[config.mk]
export PLATFORM = sky130hd
export DESIGN_NAME = log_record_deframer_crc32
export DESIGN_NICKNAME = d
export VERILOG_FILES = /design/src/rtl/lrd_pkg.sv /design/src/rtl/log_record_deframer_crc32.sv /design/src/rtl/lrd_in_stage.sv /design/src/rtl/lrd_parser.sv
export SDC_FILE = /design/constraint.sdc
export NUM_CORES = 1
export LEC_CHECK = 0
export BUFFER_PORTS_ARGS = -buffer_cell sky130_fd_sc_hd__buf_2
export CAP_MARGIN = 20
export CORE_UTILIZATION = 42
export DETAILED_ROUTE_END_ITERATION = 8
export PLACE_DENSITY = 0.64
export SLEW_MARGIN = 20
export SYNTH_ARGS = -nofsm -noshare
export SYNTH_HDL_FRONTEND = slang
export SYNTH_HIERARCHICAL = 1
export SYNTH_SLANG_ARGS = --single-unit
[constraint.sdc]
create_clock -name i_clk -period 8.9 [get_ports i_clk]
set_clock_uncertainty 0.15 [all_clocks]
set_input_delay 0.445 -clock i_clk [delete_from_list [all_inputs] [get_ports i_clk]]
set_output_delay 0.445 -clock i_clk [all_outputs]
set_load 0.02 [all_outputs]
[src/rtl/lrd_pkg.sv]
// Package for the log record deframer: phase, kind and status codes,
// the transfer structs passed between stages, and the CRC-32 byte update.
// No dependencies.
package lrd_pkg;

    // Default width of the byte offset counters.
    localparam int OFFSET_BITS_DEF = 48;

    // Fixed widths of the result fields.
    localparam int SEQ_W  = 64;
    localparam int TOFF_W = 48;

    // Reflected CRC-32 polynomial and its initial value.
    localparam logic [31:0] CRC_POLY = 32'hEDB8_8320;
    localparam logic [31:0] CRC_INIT = 32'hFFFF_FFFF;

    // Parser phase within one record.
    typedef enum logic [2:0] {
        PH_SEQ  = 3'd0,
        PH_OP   = 3'd1,
        PH_KLEN = 3'd2,
        PH_VLEN = 3'd3,
        PH_KEY  = 3'd4,
        PH_VAL  = 3'd5,
        PH_CRC  = 3'd6
    } t_phase;

    // What a result transfer carries.
    typedef enum logic [1:0] {
        KIND_KEY        = 2'd0,
        KIND_VALUE      = 2'd1,
        KIND_RECORD_END = 2'd2,
        KIND_STREAM_END = 2'd3
    } t_kind;

    // Record and stream status codes.
    typedef enum logic [2:0] {
        ST_OK         = 3'd0,
        ST_BAD_OPCODE = 3'd1,
        ST_CRC_ERR    = 3'd2,
        ST_SEQ_ORDER  = 3'd3,
        ST_SEQ_EXHAUST = 3'd4,
        ST_TAIL       = 3'd5
    } t_status;

    // Configuration register indexes.
    localparam logic CFG_PUT_CODE    = 1'b0;
    localparam logic CFG_DELETE_CODE = 1'b1;

    // One input item held in the input stage.
    typedef struct packed {
        logic       eol;
        logic [7:0] data;
    } t_in_item;

    // One result item.
    typedef struct packed {
        logic               any_records;
        logic [SEQ_W-1:0]   next_sequence;
        logic [TOFF_W-1:0]  truncate_offset;
        t_status            status;
        logic               record_op;
        logic [SEQ_W-1:0]   sequence_res;
        logic [7:0]         payload_byte;
        t_kind              kind;
    } t_result;

    // Reflected CRC-32 update by one byte, one bit per step.
    function automatic logic [31:0] crc32_byte(input logic [31:0] crc_in,
                                               input logic [7:0]  data);
        logic [31:0] c;
        c = crc_in ^ {24'd0, data};
        for (int i = 0; i < 8; i++) begin
            c = c[0] ? ((c >> 1) ^ CRC_POLY) : (c >> 1);
        end
        return c;
    endfunction

endpackage

[src/rtl/log_record_deframer_crc32.sv]
// Top level of the log record deframer: stream ports, input register and
// record parser. Depends on lrd_pkg, lrd_in_stage and lrd_parser.
//
// Channel   Direction  Handshake           Contents
// s_        in         s_tvalid/s_tready   tdata: data_byte; tuser: end_of_log
// m_        out        m_tvalid/m_tready   tdata: record fields; tuser: kind
// cfg       in         i_cfg_we            i_cfg_idx selects put/delete code
//
// One byte is taken per cycle while m_ is not stalled; an input transfer passes
// through the input register, the parser and then the result register.
// Reset is synchronous and active low; it clears all parser state at once.
// A stall on m_ holds the result; one more input transfer is still taken
// into the input register before s_tready drops.
module log_record_deframer_crc32 #(
    parameter int OFFSET_BITS = lrd_pkg::OFFSET_BITS_DEF
) (
    input  logic         i_clk,
    input  logic         i_rst_n,
    // Configuration write port.
    input  logic         i_cfg_we,
    input  logic         i_cfg_idx,
    input  logic [7:0]   i_cfg_data,
    // Input stream.
    input  logic         s_tvalid,
    output logic         s_tready,
    input  logic [7:0]   s_tdata,   // [7:0] data_byte
    input  logic         s_tuser,   // [0] end_of_log
    // Result stream.
    output logic         m_tvalid,
    input  logic         m_tready,
    // [7:0] payload_byte, [71:8] sequence_res, [72] record_op, [75:73] status,
    // [123:76] truncate_offset, [187:124] next_sequence, [188] any_records,
    // [191:189] zero
    output logic [191:0] m_tdata,
    output logic [1:0]   m_tuser    // [1:0] kind
);
    import lrd_pkg::*;

    t_in_item w_in_item;
    t_in_item w_held_item;
    logic     w_held_valid;
    logic     w_take;
    t_result  w_res;

    assign w_in_item.data = s_tdata;
    assign w_in_item.eol  = s_tuser;

    // Input register.
    lrd_in_stage u_in_stage (
        .i_clk   (i_clk),
        .i_rst_n (i_rst_n),
        .i_valid (s_tvalid),
        .o_ready (s_tready),
        .i_item  (w_in_item),
        .i_take  (w_take),
        .o_valid (w_held_valid),
        .o_item  (w_held_item)
    );

    // Parser with result register.
    lrd_parser #(
        .OFFSET_BITS (OFFSET_BITS)
    ) u_parser (
        .i_clk      (i_clk),
        .i_rst_n    (i_rst_n),
        .i_cfg_we   (i_cfg_we),
        .i_cfg_idx  (i_cfg_idx),
        .i_cfg_data (i_cfg_data),
        .i_in_valid (w_held_valid),
        .i_in_item  (w_held_item),
        .o_take     (w_take),
        .o_valid    (m_tvalid),
        .i_ready    (m_tready),
        .o_result   (w_res)
    );

    // Pack the result fields, highest first.
    assign m_tdata = {3'b000,
                      w_res.any_records,
                      w_res.next_sequence,
                      w_res.truncate_offset,
                      w_res.status,
                      w_res.record_op,
                      w_res.sequence_res,
                      w_res.payload_byte};
    assign m_tuser = w_res.kind;

endmodule

[src/rtl/lrd_in_stage.sv]
// Input register of the log record deframer: holds one accepted transfer
// until the parser consumes it. Depends on lrd_pkg.
module lrd_in_stage (
    input  logic              i_clk,
    input  logic              i_rst_n,
    input  logic              i_valid,
    output logic              o_ready,
    input  lrd_pkg::t_in_item i_item,
    input  logic              i_take,
    output logic              o_valid,
    output lrd_pkg::t_in_item o_item
);
    import lrd_pkg::*;

    logic     r_valid;
    t_in_item r_item;

    // The register can take a new transfer when empty or emptied this cycle.
    assign o_ready = !r_valid || i_take;
    assign o_valid = r_valid;
    assign o_item  = r_item;

    // Valid flag.
    always_ff @(posedge i_clk) begin
        if (!i_rst_n) begin
            r_valid <= 1'b0;
        end else if (i_valid && o_ready) begin
            r_valid <= 1'b1;
        end else if (i_take) begin
            r_valid <= 1'b0;
        end
    end

    // Payload needs no reset.
    always_ff @(posedge i_clk) begin
        if (i_valid && o_ready) begin
            r_item <= i_item;
        end
    end

endmodule

[src/rtl/lrd_parser.sv]
// Record parser and result register of the log record deframer: field
// state, CRC check, sequence checks and error latch. Depends on lrd_pkg.
module lrd_parser #(
    parameter int OFFSET_BITS = lrd_pkg::OFFSET_BITS_DEF
) (
    input  logic              i_clk,
    input  logic              i_rst_n,
    input  logic              i_cfg_we,
    input  logic              i_cfg_idx,
    input  logic [7:0]        i_cfg_data,
    input  logic              i_in_valid,
    input  lrd_pkg::t_in_item i_in_item,
    output logic              o_take,
    output logic              o_valid,
    input  logic              i_ready,
    output lrd_pkg::t_result  o_result
);
    import lrd_pkg::*;

    // Configuration.
    logic [7:0] r_put_code;
    logic [7:0] r_del_code;

    // Parser state.
    t_phase                 r_phase, n_phase;
    logic [2:0]             r_fbc, n_fbc;
    logic [63:0]            r_seq, n_seq;
    logic                   r_op, n_op;
    logic [31:0]            r_klen, n_klen;
    logic [31:0]            r_vlen, n_vlen;
    logic [31:0]            r_left, n_left;
    logic [31:0]            r_crc, n_crc;
    logic [23:0]            r_stored, n_stored;
    logic [63:0]            r_prev, n_prev;
    logic                   r_have_prev, n_have_prev;
    logic [OFFSET_BITS-1:0] r_byte_offset, n_byte_offset;
    logic [OFFSET_BITS-1:0] r_record_start, n_record_start;
    t_status                r_err, n_err;

    // Result register.
    logic    r_out_valid;
    t_result r_out;

    logic        w_adv;
    logic        w_active;
    logic        w_start;
    logic [7:0]  w_b;
    logic [63:0] w_seq_base;
    logic [31:0] w_crc_base;
    logic [31:0] w_crc_next;
    logic [31:0] w_vlen_full;
    logic [31:0] w_left_dec;
    logic [31:0] w_stored_full;
    logic        w_is_put;
    logic        w_is_del;
    logic [63:0] w_rs_ext;
    logic        w_emit;
    t_result     w_res;
    t_status     w_st;

    // The item in the input register moves on when the result slot is free.
    assign w_adv    = i_in_valid && (!r_out_valid || i_ready);
    assign o_take   = w_adv;
    assign o_valid  = r_out_valid;
    assign o_result = r_out;

    // Shared decode of the current byte.
    assign w_b           = i_in_item.data;
    assign w_active      = w_adv && !i_in_item.eol && (r_err == ST_OK);
    assign w_start       = (r_phase == PH_SEQ) && (r_fbc == 3'd0);
    assign w_seq_base    = w_start ? 64'd0 : r_seq;
    assign w_crc_base    = w_start ? CRC_INIT : r_crc;
    assign w_crc_next    = crc32_byte(w_crc_base, w_b);
    assign w_is_put      = (w_b == r_put_code);
    assign w_is_del      = (w_b == r_del_code);
    assign w_left_dec    = r_left - 32'd1;
    assign w_stored_full = {w_b, r_stored};
    assign w_rs_ext      = 64'(r_record_start);

    always_comb begin
        w_vlen_full = r_vlen;
        w_vlen_full[{r_fbc[1:0], 3'b000} +: 8] = w_b;
    end

    // Record check at the last stored CRC byte: CRC, then order, then exhaustion.
    always_comb begin
        if (~r_crc != w_stored_full) begin
            w_st = ST_CRC_ERR;
        end else if (r_have_prev && (r_seq <= r_prev)) begin
            w_st = ST_SEQ_ORDER;
        end else if (r_seq == {SEQ_W{1'b1}}) begin
            w_st = ST_SEQ_EXHAUST;
        end else begin
            w_st = ST_OK;
        end
    end

    // Next phase and field byte count.
    always_comb begin
        n_phase = r_phase;
        n_fbc   = r_fbc;
        if (w_adv && i_in_item.eol) begin
            n_phase = PH_SEQ;
            n_fbc   = 3'd0;
        end else if (w_active) begin
            case (r_phase)
                PH_SEQ: begin
                    if (r_fbc == 3'd7) begin
                        n_phase = PH_OP;
                        n_fbc   = 3'd0;
                    end else begin
                        n_fbc = r_fbc + 3'd1;
                    end
                end
                PH_OP: begin
                    if (w_is_put || w_is_del) begin
                        n_phase = PH_KLEN;
                        n_fbc   = 3'd0;
                    end
                end
                PH_KLEN: begin
                    if (r_fbc == 3'd3) begin
                        n_phase = PH_VLEN;
                        n_fbc   = 3'd0;
                    end else begin
                        n_fbc = r_fbc + 3'd1;
                    end
                end
                PH_VLEN: begin
                    if (r_fbc == 3'd3) begin
                        if (r_klen != 32'd0) begin
                            n_phase = PH_KEY;
                        end else if (w_vlen_full != 32'd0) begin
                            n_phase = PH_VAL;
                        end else begin
                            n_phase = PH_CRC;
                        end
                        n_fbc = 3'd0;
                    end else begin
                        n_fbc = r_fbc + 3'd1;
                    end
                end
                PH_KEY: begin
                    if (w_left_dec == 32'd0) begin
                        n_phase = (r_vlen != 32'd0) ? PH_VAL : PH_CRC;
                        n_fbc   = 3'd0;
                    end
                end
                PH_VAL: begin
                    if (w_left_dec == 32'd0) begin
                        n_phase = PH_CRC;
                        n_fbc   = 3'd0;
                    end
                end
                PH_CRC: begin
                    if (r_fbc == 3'd3) begin
                        n_phase = PH_SEQ;
                        n_fbc   = 3'd0;
                    end else begin
                        n_fbc = r_fbc + 3'd1;
                    end
                end
                default: begin
                    n_phase = PH_SEQ;
                    n_fbc   = 3'd0;
                end
            endcase
        end
    end

    // Datapath registers and the result item.
    always_comb begin
        n_seq          = r_seq;
        n_op           = r_op;
        n_klen         = r_klen;
        n_vlen         = r_vlen;
        n_left         = r_left;
        n_crc          = r_crc;
        n_stored       = r_stored;
        n_prev         = r_prev;
        n_have_prev    = r_have_prev;
        n_byte_offset  = r_byte_offset;
        n_record_start = r_record_start;
        n_err          = r_err;
        w_emit         = 1'b0;
        w_res          = '0;

        if (w_adv && i_in_item.eol) begin
            // Stream end: report and return every field to its reset value.
            w_emit          = 1'b1;
            w_res.kind      = KIND_STREAM_END;
            w_res.status    = r_err;
            if ((r_err == ST_OK) && !w_start) begin
                w_res.status          = ST_TAIL;
                w_res.truncate_offset = w_rs_ext[TOFF_W-1:0];
            end
            w_res.next_sequence = r_have_prev ? (r_prev + 64'd1) : 64'd0;
            w_res.any_records   = r_have_prev;
            n_seq          = '0;
            n_op           = 1'b0;
            n_klen         = '0;
            n_vlen         = '0;
            n_left         = '0;
            n_crc          = CRC_INIT;
            n_stored       = '0;
            n_prev         = '0;
            n_have_prev    = 1'b0;
            n_byte_offset  = '0;
            n_record_start = '0;
            n_err          = ST_OK;
        end else if (w_active) begin
            if (w_start) begin
                n_record_start = r_byte_offset;
            end
            n_byte_offset = r_byte_offset + OFFSET_BITS'(1);
            case (r_phase)
                PH_SEQ: begin
                    n_crc = w_crc_next;
                    n_seq = w_seq_base;
                    n_seq[{r_fbc, 3'b000} +: 8] = w_b;
                end
                PH_OP: begin
                    n_crc = w_crc_next;
                    if (w_is_put) begin
                        n_op = 1'b0;
                    end else if (w_is_del) begin
                        n_op = 1'b1;
                    end else begin
                        n_err              = ST_BAD_OPCODE;
                        w_emit             = 1'b1;
                        w_res.kind         = KIND_RECORD_END;
                        w_res.sequence_res = r_seq;
                        w_res.status       = ST_BAD_OPCODE;
                    end
                end
                PH_KLEN: begin
                    n_crc = w_crc_next;
                    n_klen[{r_fbc[1:0], 3'b000} +: 8] = w_b;
                end
                PH_VLEN: begin
                    n_crc  = w_crc_next;
                    n_vlen = w_vlen_full;
                    if (r_fbc == 3'd3) begin
                        n_left = (r_klen != 32'd0) ? r_klen : w_vlen_full;
                    end
                end
                PH_KEY: begin
                    n_crc  = w_crc_next;
                    n_left = ((w_left_dec == 32'd0) && (r_vlen != 32'd0)) ? r_vlen
                                                                          : w_left_dec;
                    w_emit             = 1'b1;
                    w_res.kind         = KIND_KEY;
                    w_res.payload_byte = w_b;
                end
                PH_VAL: begin
                    n_crc              = w_crc_next;
                    n_left             = w_left_dec;
                    w_emit             = 1'b1;
                    w_res.kind         = KIND_VALUE;
                    w_res.payload_byte = w_b;
                end
                PH_CRC: begin
                    if (r_fbc != 3'd3) begin
                        n_stored[{r_fbc[1:0], 3'b000} +: 8] = w_b;
                    end else begin
                        if (w_st != ST_OK) begin
                            n_err = w_st;
                        end else begin
                            n_prev      = r_seq;
                            n_have_prev = 1'b1;
                        end
                        w_emit             = 1'b1;
                        w_res.kind         = KIND_RECORD_END;
                        w_res.sequence_res = r_seq;
                        w_res.record_op    = r_op;
                        w_res.status       = w_st;
                    end
                end
                default: begin
                    n_err = r_err;
                end
            endcase
        end
    end

    // Configuration registers.
    always_ff @(posedge i_clk) begin
        if (!i_rst_n) begin
            r_put_code <= 8'd0;
            r_del_code <= 8'd1;
        end else if (i_cfg_we) begin
            case (i_cfg_idx)
                CFG_PUT_CODE:    r_put_code <= i_cfg_data;
                CFG_DELETE_CODE: r_del_code <= i_cfg_data;
                default:         r_put_code <= r_put_code;
            endcase
        end
    end

    // Parser state registers.
    always_ff @(posedge i_clk) begin
        if (!i_rst_n) begin
            r_phase        <= PH_SEQ;
            r_fbc          <= 3'd0;
            r_seq          <= '0;
            r_op           <= 1'b0;
            r_klen         <= '0;
            r_vlen         <= '0;
            r_left         <= '0;
            r_crc          <= CRC_INIT;
            r_stored       <= '0;
            r_prev         <= '0;
            r_have_prev    <= 1'b0;
            r_byte_offset  <= '0;
            r_record_start <= '0;
            r_err          <= ST_OK;
        end else begin
            r_phase        <= n_phase;
            r_fbc          <= n_fbc;
            r_seq          <= n_seq;
            r_op           <= n_op;
            r_klen         <= n_klen;
            r_vlen         <= n_vlen;
            r_left         <= n_left;
            r_crc          <= n_crc;
            r_stored       <= n_stored;
            r_prev         <= n_prev;
            r_have_prev    <= n_have_prev;
            r_byte_offset  <= n_byte_offset;
            r_record_start <= n_record_start;
            r_err          <= n_err;
        end
    end

    // Result valid flag.
    always_ff @(posedge i_clk) begin
        if (!i_rst_n) begin
            r_out_valid <= 1'b0;
        end else if (w_adv && w_emit) begin
            r_out_valid <= 1'b1;
        end else if (i_ready) begin
            r_out_valid <= 1'b0;
        end
    end

    // Result payload needs no reset.
    always_ff @(posedge i_clk) begin
        if (w_adv && w_emit) begin
            r_out <= w_res;
        end
    end

`ifndef SYNTHESIS
    // A latched error silences every data byte.
    a_err_silent: assert property (@(posedge i_clk) disable iff (!i_rst_n)
        (w_adv && !i_in_item.eol && (r_err != ST_OK)) |-> !w_emit)
        else $error("result produced while an error is latched");

    // Only the sequence field counts past three bytes.
    a_fbc_range: assert property (@(posedge i_clk) disable iff (!i_rst_n)
        (r_phase != PH_SEQ) |-> (r_fbc <= 3'd3))
        else $error("field byte count out of range");

    // A stream end returns the parser to a fresh log.
    a_eol_clear: assert property (@(posedge i_clk) disable iff (!i_rst_n)
        (w_adv && i_in_item.eol) |=>
            ((r_err == ST_OK) && (r_phase == PH_SEQ) && !r_have_prev))
        else $error("state not cleared after stream end");

    // A stalled result is never overwritten.
    a_no_overrun: assert property (@(posedge i_clk) disable iff (!i_rst_n)
        (r_out_valid && !i_ready) |-> !w_adv)
        else $error("result register overrun");
`endif

endmodule

Yosys cells after proc, flatten, opt, wreduce, memory -nomap -nowiden

Cells that the tools add are included.

Shift operators: 6
Add/sub/neg operators: 6
Order comparisons: 1
Reductions and logical operators: 53
Bitwise gates (word level): 17
Equality and inequality tests: 25
Mux-type cells: 70

Operator list:

| kind                                                                    | count |
|---|---|
| 32-bit 2-to-1 mux                                                       | 12 |
| 64-bit 2-to-1 mux                                                       | 3 |
| 64-bit one-hot mux with 2 select lines                                  | 1 |
| 13-bit inverter with 14-bit output                                      | 8 |
| 32-bit one-hot mux with 3 select lines                                  | 1 |
| 32-bit nonzero test                                                     | 3 |
| 78-bit 2-to-1 mux                                                       | 1 |
| 68-bit 2-to-1 mux                                                       | 1 |
| 64-bit by 1-bit adder with 64-bit output (second input constant)        | 1 |
| 32-bit bitwise mux                                                      | 2 |
| 64-bit bitwise mux                                                      | 1 |
| 64-bit == test (second input constant)                                  | 1 |
| 64-bit <= comparator                                                    | 1 |
| 8-bit by 8-bit variable shift with 64-bit output (first input constant) | 1 |
| 8-bit by 8-bit indexed part select with 64-bit output                   | 1 |
| 3-bit 2-to-1 mux                                                        | 21 |
| 48-bit by 1-bit adder with 48-bit output (second input constant)        | 1 |
| 32-bit logical NOT                                                      | 1 |
| 32-bit inequality test                                                  | 1 |
| 32-bit inverter                                                         | 1 |
| 8-bit by 7-bit variable shift with 32-bit output (first input constant) | 1 |
| 8-bit by 7-bit indexed part select with 32-bit output                   | 1 |
| 32-bit by 1-bit subtractor with 32-bit output (second input constant)   | 1 |
| 32-bit by 8-bit bitwise XOR with 32-bit output                          | 1 |
| other kinds (37)                                                        | 111 |

Bits of input ports: 23
Output and inout bits: 196
Register bits after elaboration: 605

Longest topological paths before layout

Gate-level depths: netlist of the first run.

Word-level depth: 20
Mapped depth: 13
Gate-level depth less buffers: 11

Hierarchy

Netlist of the first run, hierarchy kept.

By module, submodules not included:

| module                    | cells each | times used | area an instance (sq um) | seq. area each (sq um) |
|---|---|---|---|---|
| lrd_parser                | 3213       | 1          | 29039.1                  | 13823.3 |
| lrd_in_stage              | 14         | 1          | 327.8                    | 290.3 |
| log_record_deframer_crc32 | 4          | 1          | 26.3                     | 0.0 |

Worst setup path before layout of the first run

No wires, ideal clock.

Path kind: register to register
Start: reg u_in_stage.r_item, in the netlist u_in_stage/o_item[0]
End: reg u_parser.r_out, in the netlist u_parser/o_result[0] (enable)
Data arrival time: 5.567 ns
Stages on the path, launching flop included: 8
Setup time: 0.560 ns
Path slack: 2.623 ns
Path through: edfxtp_1 -> clkbuf_1 -> xnor2_1 -> nand4_1 -> nor2_1 -> nor4_1 -> o211ai_1 -> nand2_1

Cells in the longest elaborated chain, start to end: 7
Elaborated cells between the ends (all ways): 8
Classes of those cells: 2 x eq/ne; 5 x mux; 1 x reduce/logical

Ends and longest elaborated chain:

| what                                      | RTL line           | text |
|---|---|---|
| start: declaration                        | lrd_in_stage.sv:16 | `t_in_item r_item;` |
| start signal: assignment                  | lrd_in_stage.sv:37 | `r_item <= i_item;` |
| 8-bit == test                             | lrd_parser.sv:75   | `assign w_is_del = (w_b == r_del_code);` |
| 1-bit 2-to-1 mux                          | lrd_parser.sv:226  | `end else if (w_is_del) begin` |
| 1-bit 2-to-1 mux (*)                      | lrd_parser.sv:224  | `if (w_is_put) begin` |
| 1-bit one-hot mux with 3 select lines (*) | lrd_parser.sv:216  | `case (r_phase)` |
| 1-bit 2-to-1 mux (*)                      | lrd_parser.sv:211  | `end else if (w_active) begin` |
| 1-bit 2-to-1 mux (*)                      | lrd_parser.sv:188  | `if (w_adv && i_in_item.eol) begin` |
| 1-bit logical AND (*)                     | lrd_parser.sv:348  | `if (w_adv && w_emit) begin` |
| end signal: assignment                    | lrd_parser.sv:349  | `r_out <= w_res;` |
| end: declaration                          | lrd_parser.sv:42   | `t_result r_out;` |

Every way passes the cells marked *; elsewhere a longest branch is shown, timed or not.
A chain may end at the register's enable or synchronous reset.

Worst setup path after layout of the first run

Start: reg u_parser.r_left[0]
End: reg u_parser.r_left[7]

Cells in the longest elaborated chain, start to end: 5

Ends and longest elaborated chain:

| what                                              | RTL line          | text |
|---|---|---|
| start: declaration                                | lrd_parser.sv:31  | `logic [31:0] r_left, n_left;` |
| start signal: assignment                          | lrd_parser.sv:324 | `r_left <= n_left;` |
| 32-bit by 1-bit subtractor with 32-bit output (*) | lrd_parser.sv:76  | `assign w_left_dec = r_left - 32'd1;` |
| 32-bit logical NOT                                | lrd_parser.sv:249 | `n_left = ((w_left_dec == 32'd0) && (r_vlen != 32'd0)) ? r_vlen` |
| 1-bit logical AND                                 | lrd_parser.sv:249 |  |
| 32-bit 2-to-1 mux                                 | lrd_parser.sv:249 |  |
| 32-bit one-hot mux with 3 select lines (*)        | lrd_parser.sv:216 |  |

Marked as above.

==> summary.md, run 1 <==
| Metric | Value |
|---|---|
| Status | `completed` |
| FMAX | `218.2 MHz` |
| Crit end category | `register` |
| Die height | `266.5 µm` |
| GPL Wtd Cong | `0.9240` |
| Yosys top cell by area | `dfxtp_1` |
| Initial antenna violation count | `0` |
| Post-Route WL | `81.11 mm` |
| Fraction of layout cells with a size suffix above 1 | `12.04%` |
| Critical-path cell list | `inv_1, ha_1, nor3b_1, a21boi_0, or3_1, a2111oi_0, nand4b_1, nor4b_4, buf_4, a211oi_1, a211oi_2` |
| Io pins | `219` |
| Pwr Total | `6.307 mW` |
| Mean post-synth cell area | `9.097 µm²` |
| Mapped Cells | `3231` |
| Fin. Hold Viols | `0` |
| Drt first pass iters | `6` |
| Post-Route Utilization | `49.03%` |
| P&R area growth vs syn | `15.00%` |
| Most used DFF post-synth | `dfxtp_1` |
| Synth cell count leaders | `412 x nand2_1, 405 x dfxtp_1, 387 x nor2_1` |
| Cells after DPL | `4208` |
| Sequential-to-total area share from yosys stat | `48.02%` |
| CORE AREA | `68950 µm²` |
| Peak VDD IR | `117.9 µV` |
| Crit path max-delay family | `simple AND/OR/NAND/NOR gates` |
| Initial Utilization | `42.63%` |
| Global route overflow | `0` |
| Pin count of the biggest net entering global routing | `146` |
| Leakage | `11.78 nW` |
| Tmin final | `4.583 ns` |
| Vias | `23.77k` |
| Slew margin rel. | `28.70%` |
| Critical path arrival | `4.95 ns` |
| Setup tns final | `0 ns` |
| Post-synth EDFFs | `200` |
| Rows | `96` |
| Width of the chip | `266.5 µm` |
| CTS clk-pin slew, worst paths | `0.06 ns` |
| Hold_ws | `0.05533 ns` |
| Count of different cell masters after synthesis | `77` |
| Post-route DRC | `0` |
| Pre-CTS WS | `4.280 ns` |
| RSZ-0062 raised after global routing | `no` |
| H-tree depth reported by CTS | `3` |
| Setup bufs post-CTS | `0` |
| Number of global-route vias before repair | `22.35k` |
| Total CTS buffers | `69` |
| Clk Latency, worst-skew pair | `0.61 ns` |
| # clock sinks | `605` |
| Hold Crit Class | `in2reg` |
| Final worst slack | `4.317 ns` |
| Placed cell areas | `31230 µm²` |
| Post-Layout Cell Count | `4353` |
| Via/cell ratio | `5.462` |
| Slowest-stage cell, CP | `nor4b_4` |
| Synth warn | `6` |
| Resized Gates After CTS | `0` |
| Asr flop ratio synth | `0%` |
| Post-DP HPWL | `55.18 mm` |
| Area contributors post-synth | `dfxtp_1 28%, edfxtp_1 20%, xnor2_1 6.1%, nand2_1 5.3%, nor2_1 4.9%` |
| Total track usage | `22.55%` |
| Crit path largest cell delay | `0.88 ns` |
| #FFs+latches synth | `605` |
| Diodes inserted | `0` |
| Routed len/inst | `18.63 µm` |
| Post-DRT Antenna Nets | `0` |
| # nets final | `3467` |
| Area occupied by multi-input gates | `14220 µm²` |
| Top cell type's share of synthesized area | `27.58%` |
| Max FO, Critical Path | `16` |
| Data required, critical path | `9.27 ns` |
| IO buf count | `215` |
| Max-cap violations | `0` |
| Reg area | `14110 µm²` |
| DRT iter0 DRCs | `2120` |
| Worst Setup Start Kind | `register` |
| Worst path buffer plus inverter count | `2` |
| Pwr/cell area | `186.6 nW/µm²` |
| # setup viols final | `0` |
| CTS tree | `built` |
| Fillers | `6589` |
| WS Path Type | `reg2reg` |
| First-pass GRT wire length | `127.4 mm` |
| Mapped cell area | `29390 µm²` |
| Fin crit share | `51.49%` |
| CTS root buf | `clkbuf_16` |
| Hold_buf cts | `18` |
| Tightest Pin Transition | `1.069 ns` |
| Most common cell in the synthesized netlist | `nand2_1` |
| Fin. max-slew vios | `0` |
| Finished Cell Area | `33800 µm²` |
| Area of the die | `71050 µm²` |
| Clock Path Buffers | `3` |
power by group:
group          leakage, nW  internal, mW  total [mW]  switching, mW
registers             4.99          2.90        2.94         0.0351
logic                 5.62         0.137       0.431          0.294
clock network         1.17          1.77        2.94           1.17
placed cells by master (no fill, tap or decap), types with 11 or more instances in the layout:
cell type,synthesis,layout
and2_1,119,118
xor2_1,49,49
a21oi_1,177,177
nand4_1,72,72
a32oi_1,40,40
o21ai_0,66,66
dlygate4sd3_1,0,18
nor2_1,387,384
inv_1,90,90
nand2_1,412,407
or3_1,37,37
clkbuf_16,0,74
buf_2,4,215
a21o_1,23,23
or4_1,11,11
a211oi_1,35,35
buf_4,4,39
nor3_1,56,54
nand3_1,115,115
o211ai_1,43,43
nor4_1,51,49
and4_1,13,13
edfxtp_1,200,200
mux2i_1,108,108
and3_1,31,31
a31oi_1,43,43
clkbuf_1,180,11
ha_1,77,77
nor2b_1,27,24
clkinv_2,0,15
xnor2_1,206,206
dfxtp_1,405,404
worst min-delay path, delay by kind of cell:
kind	cells	cell delay [ns]
compound gates	1	0.06
simple gates	1	0.09
buf+inv	1	0.16
worst paths after layout:
check                                   start                           to  slack, ns  cells past startpoint
hold reg to reg   u_parser/r_record_start[12]  u_parser/r_record_start[12]       0.30                      2
setup reg to reg           u_parser/r_left[0]           u_parser/r_left[7]       4.32                     11
hold / removal                      i_cfg_idx       u_parser/r_del_code[4]       0.06                      3
setup / recovery           u_parser/r_left[0]           u_parser/r_left[7]       4.32                     11
registers in the layout, indices dropped and copies added, names as in the netlist:
register,count
u_in_stage/o_item,9
u_in_stage/o_valid,1
u_parser/o_result,191
u_parser/o_valid,1
u_parser/r_byte_offset,48
u_parser/r_crc,32
u_parser/r_del_code,8
u_parser/r_err,3
u_parser/r_fbc,3
u_parser/r_have_prev,1
u_parser/r_klen,32
u_parser/r_left,32
u_parser/r_op,1
u_parser/r_phase,3
u_parser/r_prev,64
u_parser/r_put_code,8
u_parser/r_record_start,48
u_parser/r_seq,64
u_parser/r_stored,24
u_parser/r_vlen,32
cell families after synthesis:
| family | after synthesis | synth area share, % |
|---|---|---|
| fa+ha+maj | 77 | 3.278 |
| flops | 605 | 48.02 |
| compound gates | 488 | 10.51 |
| simple gates | 1395 | 22.93 |
| other cells | 1 | 0.01276 |
| buf+inv | 302 | 3.976 |
| mux | 108 | 3.678 |
| xor+xnor | 255 | 7.598 |
cell type report:
cell class / count / share of cell area, %
inverter: 91 / 1.011
timing repair buffer: 274 / 4.723
clock inverter: 30 / 0.9994
sequential: 605 / 41.76
clock buffer: 96 / 5.986
tap: 931 / 3.446
multi-input combinational: 2326 / 42.08
layer usage:
metal  track usage [%]  vias to the layer above  part of all wire, %
met5                 0                        -                    0
met4             9.102                        0                  3.4
met3             3.211                      161                  6.0
met2             36.77                      729                   47
met1             29.99                    11300                   44
li1                  -                    11580                    -
(Power assumes the default switching activity.)
==> inputs of run 2 (changes only) <==
--- a/config.mk
+++ b/config.mk
@@ -5,6 +5,7 @@
 export SDC_FILE = /design/constraint.sdc
 export NUM_CORES = 1
 export LEC_CHECK = 0
+export ABC_AREA = 1
 export BUFFER_PORTS_ARGS = -buffer_cell sky130_fd_sc_hd__buf_2
 export CAP_MARGIN = 20
 export CORE_UTILIZATION = 42
==> constraint.sdc (replaced) <==
create_clock -name i_clk -period 4.3 [get_ports i_clk]
set_clock_uncertainty 0.15 [all_clocks]
set_input_delay 0.215 -clock i_clk [delete_from_list [all_inputs] [get_ports i_clk]]
set_output_delay 0.215 -clock i_clk [all_outputs]
set_load 0.02 [all_outputs]
==> summary.md, run 2 <==
| Metric | Value |
|---|---|
| Via/cell ratio | `5.373 (-1.6%)` |
| Number of global-route vias before repair | `26.24k (+17%)` |
| Area contributors post-synth | `dfxtp_1 27%, edfxtp_1 20%, nor2_1 7.7%, nand2_1 7.6%, a21oi_1 6.4%` |
| # nets final | `4289 (+24%)` |
| # clock sinks | `605 (unchanged)` |
| Max FO, Critical Path | `15 (-1)` |
| #FFs+latches synth | `605 (unchanged)` |
| Io pins | `219 (unchanged)` |
| Width of the chip | `271.1 µm (+1.7%)` |
| H-tree depth reported by CTS | `3 (unchanged)` |
| Capture point of the worst reg-to-reg path | `u_parser/r_phase[1]` |
| Worst path buffer plus inverter count | `3 (+1)` |
| Status | `completed` |
| Fin. Hold Viols | `0 (unchanged)` |
| # setup viols final | `0 (unchanged)` |
| Clk Latency, worst-skew pair | `0.62 ns (about the same)` |
| First-pass GRT wire length | `147.0 mm (+15%)` |
| Reg-to-reg startpoint | `u_parser/r_fbc[0]` |
| Max-cap violations | `0 (unchanged)` |
| Total track usage | `25.17% (+2.6 points)` |
| WS Path Type | `reg2reg` |
| FMAX | `264.7 MHz (+21%)` |
| Initial Utilization | `42.47% (-0.16 points)` |
| Tmin final | `3.777 ns (-0.8056 ns)` |
| Placed cell areas | `32660 µm² (+4.6%)` |
| Hold Crit Class | `in2reg` |
| Worst hold start | `s_tdata[4]` |
| Commonest non-fill, non-tap cell in the layout | `nor2_1` |
| GPL Wtd Cong | `0.9698 (+5.0%)` |
| Diodes inserted | `0 (unchanged)` |
| Critical-path cell list | `clkinv_1, ha_1, buf_4, nor2_1, nand2_1, o21ai_0, nor2_1, nand4_1, nor2_1, nand3_1, nand2_1, inv_1, nand4_1, nand2_1, nor2_1` |
| Slowest-stage cell, CP | `dfxtp_1` |
| Drt first pass iters | `8 (+2)` |
| Pwr/cell area | `366.2 nW/µm² (+96%)` |
| Area of the die | `73490 µm² (+3.4%)` |
| Fraction of layout cells with a size suffix above 1 | `10.24% (-1.8 points)` |
| Post-DRT Antenna Nets | `0 (unchanged)` |
| Global route overflow | `0 (unchanged)` |
| Hold_ws | `0.1791 ns (+0.1238 ns)` |
| DRT iter0 DRCs | `2719 (+28%)` |
| Sequential-to-total area share from yosys stat | `46.41% (-1.6 points)` |
| RSZ-0062 raised after global routing | `no` |
| CORE AREA | `71610 µm² (+3.9%)` |
| Pre-CTS WS | `0.6535 ns (-3.627 ns)` |
| Worst Setup Start Kind | `register` |
| Hold Path End | `u_in_stage/o_item[4]` |
| Synth warn | `6 (unchanged)` |
| Reg-to-reg slack, setup | `0.52 ns (-3.79 ns)` |
| Max FFs per register | `191 (unchanged)` |
| Count of different cell masters after synthesis | `54 (-30%)` |
| Total CTS buffers | `67 (-2.9%)` |
| Data required, critical path | `4.62 ns (-4.65 ns)` |
| Commonest non-fill, non-tap cells in the layout | `615 x nor2_1, 611 x nand2_1, 481 x inv_1` |
| Crit end category | `register` |
| IO buf count | `215 (unchanged)` |
| Synth cell count leaders | `620 x nor2_1, 613 x nand2_1, 483 x inv_1` |
| Worst R2R Path Depth | `15 (+4)` |
| Asr flop ratio synth | `0% (unchanged)` |
| Die height | `271.1 µm (+1.7%)` |
| Yosys top cell by area | `dfxtp_1` |
| Post-Route WL | `94.15 mm (+16%)` |
| Routed len/inst | `18.14 µm (-2.6%)` |
| Peak VDD IR | `302.8 µV (+160%)` |
| Finished Cell Area | `35150 µm² (+4.0%)` |
| Most used DFF post-synth | `dfxtp_1` |
| Setup bufs post-CTS | `0 (unchanged)` |
| Crit path largest cell delay | `0.58 ns (-0.30 ns)` |
| Most common cell in the synthesized netlist | `nor2_1` |
| Setup tns final | `0 ns (unchanged)` |
| CTS tree | `built` |
| Mapped Cells | `3969 (+23%)` |
| Initial antenna violation count | `1 (+1)` |
| Post-route DRC | `0 (unchanged)` |
| Top cell type's share of synthesized area | `26.66% (-0.92 points)` |
| Top cell by count, worst path | `nor2_1` |
| Post-DP HPWL | `67.71 mm (+23%)` |
| Rows | `98 (+2.1%)` |
| Pin count of the biggest net entering global routing | `134 (-8.2%)` |
| Tightest Pin Transition | `1.103 ns (+0.03381 ns)` |
| Leakage | `13.73 nW (+17%)` |
| Clock Path Buffers | `3 (unchanged)` |
| Mapped cell area | `30410 µm² (+3.5%)` |
| Critical path arrival | `4.09 ns (-0.86 ns)` |
| Fin. max-slew vios | `0 (unchanged)` |
| Mean post-synth cell area | `7.662 µm² (-16%)` |
| CTS clk-pin slew, worst paths | `0.06 ns (about the same)` |
| Slew margin rel. | `26.17% (-2.5 points)` |
| Post-synth EDFFs | `200 (unchanged)` |
| CTS root buf | `clkbuf_16` |
| P&R area growth vs syn | `15.56%` |
| Vias | `27.89k (+17%)` |
| Final worst slack | `0.5228 ns (-3.794 ns)` |
| Hold depth | `2 (-1)` |
| Crit path max-delay family | `simple AND/OR/NAND/NOR gates` |
| Fin crit share | `87.84% (+36 points)` |
## run 2: cell count changes after synthesis, sizes merged, moves of 40 or more
cell and delta:
and2 -120, a32oi -40, clkbuf -51, a31oi -40, inv +399, xnor2 -151, mux2i -108, o21ai +273
nor2 +242, a21oi +215, xor2 +41, nand2 +209
## run 2: where the power goes
part	switching [mW]	internal, mW
clock network	2.37	3.34
registers	0.0939	6.02
logic	0.730	0.323
## run 2: worst register-to-register path, stage by stage (launching register included)
cell and delay [ns]:
dfxtp_1 0.58, clkinv_1 0.36, ha_1 0.32, buf_4 0.20, nor2_1 0.47, nand2_1 0.20
o21ai_0 0.57, nor2_1 0.11, nand4_1 0.18, nor2_1 0.10, nand3_1 0.09, nand2_1 0.05
inv_1 0.06, nand4_1 0.07, nand2_1 0.09, nor2_1 0.04
## run 2: what timing repair did
action	4_1_cts	5_1_grt
gates resized for setup	0	0
hold buffers	31	0
endpoints found under the hold margin	28	0
## run 2: per-stage QoR
stage,instances,utilization (%),power (mW)
floorplan,3971,-,6.903
global placement,5039,45.61,7.235
detailed placement,5039,45.61,7.243
CTS,5190,49.08,12.95
global route,5190,49.08,13.31
finish,5190,49.08,12.87
## run 2: how the worst max path moves through the flow
stage                                    start                   end  cells after the start
after detailed placement     u_parser/r_fbc[0]    u_parser/r_crc[20]                     13
final                        u_parser/r_fbc[0]   u_parser/r_phase[1]                     15
after global routing         u_parser/r_fbc[0]   u_parser/r_phase[0]                     17
after floorplan           u_in_stage/o_item[1]  u_parser/o_result[0]                     10
after CTS                    u_parser/r_fbc[0]    u_parser/r_crc[20]                     13
after global placement       u_parser/r_fbc[0]    u_parser/r_crc[23]                     13
## run 2: kinds of logic after synthesis
| kind of cell | count (synthesis) | synth area share, % |
|---|---|---|
| DFF | 605 | 46.41 |
| other | 1 | 0.01233 |
| adders and majority gates | 77 | 3.168 |
| AOI/OAI and AO/OA | 823 | 14.22 |
| buffers and inverters | 661 | 8.307 |
| and+or+nand+nor | 1657 | 23.40 |
| xor gates and xnor gates | 145 | 4.484 |
## run 2: final cells by class
class                           count  area [µm²]
Timing Repair Buffer              310        1942
Clock inverter                     19       214.0
Clock buffer                      101        1958
Multi-Input combinational cell   2705       13850
Sequential cell                   605       14110
Tap cell                          950        1189
Fill cell                        7027       36460
Inverter                          500        1882
## run 2: layer usage
| metal | wire length (µm) | up-vias | GRT usage (%) | part of all wire (%) |
|---|---|---|---|---|
| li1 | - | 13580 | - | - |
| met1 | 40980 | 13110 | 33.76 | 44 |
| met2 | 43910 | 1021 | 41.42 | 47 |
| met3 | 6172 | 175 | 2.991 | 6.6 |
| met4 | 3073 | 2 | 9.462 | 3.3 |
| met5 | 12 | - | 0 | 0.013 |
